<file path="config.mk">
export PLATFORM = sky130hd
export DESIGN_NAME = botl_ctrl
export DESIGN_NICKNAME = d
export VERILOG_FILES = /design/src/rtl/core/botl_pkg.sv /design/src/rtl/core/botl_ctrl.sv
export SDC_FILE = /design/constraint.sdc
export NUM_CORES = 1
export LEC_CHECK = 0
export BUFFER_PORTS_ARGS = -buffer_cell sky130_fd_sc_hd__buf_4
export CAP_MARGIN = 20
export CORE_AREA = 4 4 41 43
export DETAILED_ROUTE_END_ITERATION = 6
export DIE_AREA = 0 0 45 47
export PLACE_DENSITY = 0.7
export SYNTH_ARGS = -nofsm -noshare
export SYNTH_HDL_FRONTEND = slang
export SYNTH_SLANG_ARGS = --single-unit
export TNS_END_PERCENT = 100
</file>
<file path="constraint.sdc">
create_clock -name clk -period 5.05 [get_ports clk]
set_clock_uncertainty 0.05 [all_clocks]
set_input_delay 0.505 -clock clk [delete_from_list [all_inputs] [get_ports clk]]
set_output_delay 0.505 -clock clk [all_outputs]
set_load 0.02 [all_outputs]
</file>
<file path="src/rtl/core/botl_pkg.sv">
`timescale 1ns / 1ps
// Shared types and constants of the blocked offset-table lookup core.
// Used by botl_ctrl, botl_datapath and blocked_offset_table_lookup_core.

package botl_pkg;

  localparam int DOC_W         = 12;
  localparam int ADDR_W        = 48;
  localparam int SIZE_W        = 16;
  localparam int SEG_FIELD_W   = 2;
  localparam int SEGS_IN_USE_W = 3;
  localparam int CFG_IDX_W     = 3;
  localparam int DATA_BASES    = 4;

  // Item action codes.
  localparam logic [1:0] ACT_WRITE_BASE = 2'd0;
  localparam logic [1:0] ACT_WRITE_SIZE = 2'd1;
  localparam logic [1:0] ACT_LOOKUP     = 2'd2;

  // Configuration register indexes.
  localparam logic [CFG_IDX_W-1:0] CFG_SEGMENTS_IN_USE = 3'd0;
  localparam logic [CFG_IDX_W-1:0] CFG_DATA_BASE_0     = 3'd1;
  localparam logic [CFG_IDX_W-1:0] CFG_DATA_BASE_1     = 3'd2;
  localparam logic [CFG_IDX_W-1:0] CFG_DATA_BASE_2     = 3'd3;
  localparam logic [CFG_IDX_W-1:0] CFG_DATA_BASE_3     = 3'd4;

  typedef struct packed {
    logic [1:0]             action;
    logic [SEG_FIELD_W-1:0] segment;
    logic [DOC_W-1:0]       doc_id;
    logic [ADDR_W-1:0]      value;
  } item_t;

  typedef struct packed {
    logic [ADDR_W-1:0] address;
    logic [SIZE_W-1:0] entry_size;
    logic              status;
  } result_t;

  typedef struct packed {
    logic load;
    logic div;
    logic slot;
    logic blk;
    logic mem_write;
    logic base_rd;
    logic scan;
    logic emit;
  } ctrl_cmd_t;

  typedef struct packed {
    logic is_lookup;
    logic lookup_ok;
    logic scan_last;
  } dp_status_t;

endpackage

</file>
<file path="src/rtl/core/botl_ctrl.sv">
`timescale 1ns / 1ps
// Sequencer of the lookup core: steps one item through decode, store access
// and result. Depends on botl_pkg for the command and status structs.

module botl_ctrl (
  input  logic                clk,
  input  logic                rst,
  input  logic                start,
  output logic                busy,
  input  botl_pkg::dp_status_t status,
  output botl_pkg::ctrl_cmd_t  cmd
);
  import botl_pkg::*;

  typedef enum logic [8:0] {
    S_IDLE  = 9'b000000001,
    S_DIV   = 9'b000000010,
    S_SLOT  = 9'b000000100,
    S_BLK   = 9'b000001000,
    S_WRITE = 9'b000010000,
    S_BASE  = 9'b000100000,
    S_SCAN  = 9'b001000000,
    S_DRAIN = 9'b010000000,
    S_ADD   = 9'b100000000
  } state_t;

  state_t state, state_next;

  always_ff @(posedge clk) begin
    if (rst) begin
      state <= S_IDLE;
    end else begin
      state <= state_next;
    end
  end

  always_comb begin
    state_next = state;
    cmd        = '0;
    case (state)
      S_IDLE: begin
        if (start) begin
          cmd.load   = 1'b1;
          state_next = S_DIV;
        end
      end
      S_DIV: begin
        cmd.div    = 1'b1;
        state_next = S_SLOT;
      end
      S_SLOT: begin
        cmd.slot   = 1'b1;
        state_next = S_BLK;
      end
      S_BLK: begin
        cmd.blk = 1'b1;
        if (status.is_lookup && status.lookup_ok) begin
          state_next = S_BASE;
        end else begin
          state_next = S_WRITE;
        end
      end
      S_WRITE: begin
        cmd.mem_write = 1'b1;
        cmd.emit      = 1'b1;
        state_next    = S_IDLE;
      end
      S_BASE: begin
        cmd.base_rd = 1'b1;
        state_next  = S_SCAN;
      end
      S_SCAN: begin
        cmd.scan = 1'b1;
        if (status.scan_last) begin
          state_next = S_DRAIN;
        end
      end
      S_DRAIN: begin
        state_next = S_ADD;
      end
      S_ADD: begin
        cmd.emit   = 1'b1;
        state_next = S_IDLE;
      end
      default: begin
        state_next = S_IDLE;
      end
    endcase
  end

  assign busy = (state != S_IDLE);

  // An accepted item always occupies the sequencer in the following cycle.
  a_accept_busy: assert property (@(posedge clk) disable iff (rst)
    (start && !busy) |=> busy)
    else $error("sequencer did not leave idle after accepting an item");

endmodule

</file>
==> results of run 1 <==
-- critical path: cells and delay by family (launching register included) --
kind	cells	cell delay [ns]
simple gates	3	1.04
flops	1	0.34
buf+inv	2	0.26
-- stage by stage --
| stage | cells | hold WS [ns] | utilization | setup WS, ns |
|---|---|---|---|---|
| floorplan | 63 | 0.437 | - | 2.78 |
| global placement | 91 | 0.466 | 0.480 | 2.91 |
| detailed placement | 91 | 0.478 | 0.480 | 2.88 |
| CTS | 95 | 0.365 | 0.500 | 2.59 |
| global route | 95 | 0.347 | 0.500 | 2.48 |
| finish | 95 | 0.371 | 0.500 | 2.59 |
-- path summary, 6_finish.rpt --
path	start	slack, ns	end
max	state[4]$_SDFFE_PP0P_	2.59	cmd[7]
min	status[1]	0.37	state[4]$_SDFFE_PP0P_
max reg2reg	state[4]$_SDFFE_PP0P_	3.28	state[7]$_SDFFE_PP0P_
min reg2reg	state[6]$_SDFFE_PP0P_	0.48	state[8]$_SDFFE_PP0P_
-- power by group through the flow --
stage                     combinational (mW)  clock (mW)  sequential [mW]
final                                 0.0307      0.0551           0.0753
after floorplan                       0.0200           0           0.0760
after global routing                  0.0335      0.0652           0.0753
after CTS                             0.0308      0.0578           0.0751
after global placement                0.0301           0           0.0767
after detailed placement              0.0305           0           0.0767
-- cells by family after synthesis --
family / count (synthesis) / synth area share
AND/OR/NAND/NOR: 39 / 0.467
AO/OA/AOI/OAI: 9 / 0.122
flip-flops: 9 / 0.357
buffers and inverters: 5 / 0.0372
XOR/XNOR: 1 / 0.0174
-- metal layers --
layer,vias to the layer above,part of all wire,track usage
met2,21,0.46,0.201
met1,229,0.44,0.147
met5,-,0,0
met4,0,0.013,0.0702
li1,258,-,-
met3,2,0.082,0.0460
-- cell type report --
| type | count | area (sq um) |
|---|---|---|
| Multi-Input combinational cell | 49 | 305 |
| Sequential cell | 9 | 180 |
| Tap cell | 15 | 18.8 |
| Inverter | 4 | 15.0 |
| Fill cell | 132 | 651 |
| Timing Repair Buffer | 14 | 105 |
| Clock buffer | 4 | 26.3 |
-- placed cells by master, fill, tap and decap left out, drive strengths merged --
cell / instances
buf: 14
nor2: 10
dfxtp: 9
nand2b: 5
nand2: 5
nor4: 5
inv: 4
nor3: 4
clkbuf: 4
and4: 2
nor2b: 2
o21ai: 2
and2: 2
a21oi: 2
or4: 1
or2: 1
xor2: 1
a311oi: 1
nor4b: 1
a31oi: 1
a211oi: 1
and3: 1
o21a: 1
a21o: 1
==> metrics.txt, run 1 <==
Worst Reg-to-Reg Cells=4; detailed-route via count=510; Period minus WS final=2.46 ns; Seq/Total Area, Yosys=0.357; max-cap viol count=0; Vias/cell=5.37; Die Width=45 um; Sw Share=0.276; crit-path max FO=5; area growth from synthesis to layout=29.0%; FF+latch count, synth=9; max reg flops=9; status=finished clean; Lkg Pwr=0.289 nW; Slowest Stage Delay on Critical Path=0.59 ns; Flop pwr share=0.467; Core ar.=0.00130 sq mm; design area=651 sq um; Comb pwr share=0.191; Rel. slew slack=0.681; hpwl dp=907 um; final wirelength=1.15 mm; final-report max-slew violation count=0; IO Count=15; worst hold path type=input port to flip-flop; vias in the first global route=459; CP endpoint kind=output pin; Synth Net Count=69; Final nets=87; remaining antenna violation count=0; drt pass-1 iters=4; Remaining DRCs=0; share of cells above drive strength 1=0.275; Antenna Cells=0; DP Area=624 sq um; final period utilization=0.487; mapped cell area=504 sq um; RSZ-0062 raised after global routing=no; IO Port Bufs=14; cell taking the most area after synthesis=dfxtp_1; Clk network pwr share=0.342; setup bufs post-CTS=0; setup_tns=0 ns; Pwr Total=0.161 mW; Critical Path Source Type=flip-flop; kind of critical path=flip-flop to output pin; Avg WL per Cell=12.1 um; clock root cell=clkbuf_4; Largest regs=state x9; Synth async-reset ratio=0; GRT Util Overall=0.126; Final GP Congestion=0.798; worst-margin pin slew=0.474 ns; Main synth FF type=dfxtp_1; EDFF count, synth=0; CTS resizes=0; CTS max path bufs=2; die height=47 um; CP Data Arrival Time=1.91 ns; final setup fails=0; Fin. Hold Viols=0; number of H-tree levels=1; GRT overflow=0; # hold bufs at CTS=0; Top reg by flops=state; clk_lat worst skew=0.26 ns; initial cell density of the core=0.388; CP cell instances=or4_4 > nor4_4 > inv_1 > nor2_1 > buf_4; Worst Path Required=4.49 ns; IR drop worst, VDD=0.147 mV; hold path depth=2; TritonCTS buffer count=3; CTS clk-pin slew, worst paths=0.06 ns; maximum clock rate=0.406 GHz; first-pass GRT wire length=1.84 mm; cells after synthesis=63; # rows=13; switching power=0.0445 mW; initial antenna violation count=0; Commonest cells post-synth=nor2_1 (10), dfxtp_1 (9), nand2_1 (5), nand2b_1 (5); Yosys warnings=0; Yosys top cell area share=0.357; Synth area leaders=dfxtp_1 (36%), nor2_1 (7.4%), nand2b_1 (6.2%); Cell Int Power=0.117 mW; die area=0.00212 sq mm; library cells used by synthesis=26; TritonCTS clock tree=yes; DR iter-0 viols=29; power per standard cell area=248 mW/mm^2; mean area per synthesized cell=8.00 sq um; CTS sink count=9; pin count of the biggest net entering global routing=11; critical path's slowest cell=or4_4; most common cell in the synthesized netlist=nor2_1
No activity file was read; power rests on OpenSTA's default activity.
==> run 2, diff against run 1 <==
==> constraint.sdc (replaced) <==
create_clock -name clk -period 2.5 [get_ports clk]
set_clock_uncertainty 0.05 [all_clocks]
set_input_delay 0.25 -clock clk [delete_from_list [all_inputs] [get_ports clk]]
set_output_delay 0.25 -clock clk [all_outputs]
set_load 0.02 [all_outputs]
==> run 2 against run 1 <==
- flip-flop and latch count is the same
- sequential share of layout area is the same
- critical path depth is the same
- worst hold slack lost 0.25 ns
- count of clock-buffer cells in the layout is the same
- setup slack lost 2.3 ns
- critical endpoint unchanged
- largest cell class unchanged
- largest power group unchanged
==> metrics.txt, run 2 (synthesis results as in run 1) <==
CTS sink count=9 (unchanged); IO Count=15 (unchanged); Final GP Congestion=0.798 (about the same); vias in the first global route=426 (-7.2%); most common cell after layout, fill and taps aside=buf_4; # hold bufs at CTS=0 (unchanged); Multi-input gate area=305 sq um (unchanged); worst-margin pin slew=0.462 ns (-0.0124 ns); met2 Resource Use GR=0.186 (-0.0141); Avg WL per Cell=11.7 um (-3.5%); Die Width=45 um (unchanged); die height=47 um (unchanged); power per standard cell area=502 mW/mm^2 (+100%); share of cells above drive strength 1=0.275 (unchanged); Layout Cells excl Fill=95 (unchanged); flop-to-flop setup slack=0.75 ns (-2.53 ns); CP Data Arrival Time=1.90 ns (about the same); pin count of the biggest net entering global routing=11 (unchanged); status=finished clean; pre-CTS setup slack=0.576 ns (-2.30 ns); Final Core Density=0.500 (unchanged); Largest regs=state x9; hold slack=0.118 ns (-0.253 ns); maximum clock rate=0.455 GHz; first-pass GRT wire length=1.77 mm (-4.1%); initial cell density of the core=0.388 (unchanged); Core ar.=0.00130 sq mm (unchanged); Top reg by flops=state; final worst slack=0.303 ns (-2.29 ns); GRT Util Overall=0.123 (-0.00337); CTS max path bufs=2 (unchanged); detailed-route via count=497 (-2.5%); dpl cells=91 (unchanged); Lkg Pwr=0.289 nW (unchanged); kind of critical path=flip-flop to output pin; Worst Path Required=2.20 ns (-2.29 ns); CTS resizes=0 (unchanged); Worst Hold Launch=status[1]; hpwl dp=893 um (-1.6%); GRT overflow=0 (unchanged); TritonCTS clock tree=yes; TritonCTS buffer count=3 (unchanged); register area=180 sq um (unchanged); met1 usage=0.140 (-0.00754); Period minus WS final=2.20 ns; Vias/cell=5.23 (-2.5%); IR drop worst, VDD=0.320 mV (+120%); Final nets=87 (unchanged); design area=651 sq um (unchanged); max reg flops=9 (unchanged); leading cell types in the layout, fill and taps excluded=buf_4 (14), nor2_1 (10), dfxtp_1 (9); final setup fails=0 (unchanged); Hold Path End=state[4]$_SDFFE_PP0P_; number of H-tree levels=1 (unchanged); max-cap viol count=0 (unchanged); clock root cell=clkbuf_4; area growth from synthesis to layout=29.0% (unchanged); worst r2r dst=state[7]$_SDFFE_PP0P_; # rows=13 (unchanged); worst r2r src=state[4]$_SDFFE_PP0P_; CTS clk-pin slew, worst paths=0.06 ns (about the same); Fin. Hold Viols=0 (unchanged); setup_tns=0 ns (unchanged); die area=0.00212 sq mm (unchanged); fill count=146 (+11%); final-report max-slew violation count=0 (unchanged); CP endpoint kind=output pin; hold path depth=2 (unchanged); DR iter-0 viols=15 (-48%); Pwr Total=0.327 mW (+100%); Remaining DRCs=0 (unchanged); GRT busiest layer=met2; initial antenna violation count=0 (unchanged); Worst Reg-to-Reg Cells=4 (unchanged); M3 GR Usage=0.0498 (+0.00383); final wirelength=1.11 mm (-3.5%); drt pass-1 iters=4 (unchanged); DP Area=624 sq um (unchanged); RSZ-0062 raised after global routing=no; clk_lat worst skew=0.26 ns (about the same); crit-path max FO=5 (unchanged); final period utilization=0.879; worst hold path type=input port to flip-flop; Critical Path Source Type=flip-flop; IO Port Bufs=14 (unchanged); setup bufs post-CTS=0 (unchanged); remaining antenna violation count=0 (unchanged); Antenna Cells=0 (unchanged); Rel. slew slack=0.689 (+0.00837)
==> run 2: cell counts in the layout (fill, tap and decap cells not counted) <==
No cell type changed its count.
==> run 2: report_power, final <==
group / internal [mW] / switching (mW) / total, mW
clock network: 0.0616 / 0.0521 / 0.114
logic: 0.0272 / 0.0339 / 0.0611
registers: 0.147 / 0.00497 / 0.152
total: 0.236 / 0.0909 / 0.327
==> run 2: layout make-up <==
cell class / count / share of cell area
Sequential cell: 9 / 0.277
Timing Repair Buffer: 14 / 0.162
Inverter: 4 / 0.0231
Tap cell: 15 / 0.0288
Multi-Input combinational cell: 49 / 0.469
Clock buffer: 4 / 0.0404
==> run 2: worst max path at each step <==
| stage | startpoint | endpoint | slack [ns] | cells past startpoint |
|---|---|---|---|---|
| 2_1_floorplan | state[4]$_SDFFE_PP0P_ | cmd[7] | 0.48 | 4 |
| 3_3_place_gp | state[6]$_SDFFE_PP0P_ | cmd[7] | 0.62 | 5 |
| 3_5_place_dp | state[4]$_SDFFE_PP0P_ | cmd[7] | 0.58 | 5 |
| 4_1_cts | state[4]$_SDFFE_PP0P_ | cmd[7] | 0.27 | 5 |
| 5_1_grt | state[2]$_SDFFE_PP0P_ | cmd[6] | 0.14 | 4 |
| 6_report | state[4]$_SDFFE_PP0P_ | cmd[7] | 0.30 | 5 |
==> run 2: critical path, cell delays in order, from the launching register on <==
cell and delay (ns):
dfxtp_1 0.34, or4_4 0.59, nor4_4 0.34, inv_1 0.11, nor2_1 0.10, buf_4 0.15
==> run 2: routing by layer <==
metal	part of all wire	vias to the layer above	wire, um
li1	-	258	-
met1	0.43	217	478
met2	0.45	20	496
met3	0.093	2	103
met4	0.024	0	27
met5	0	-	0
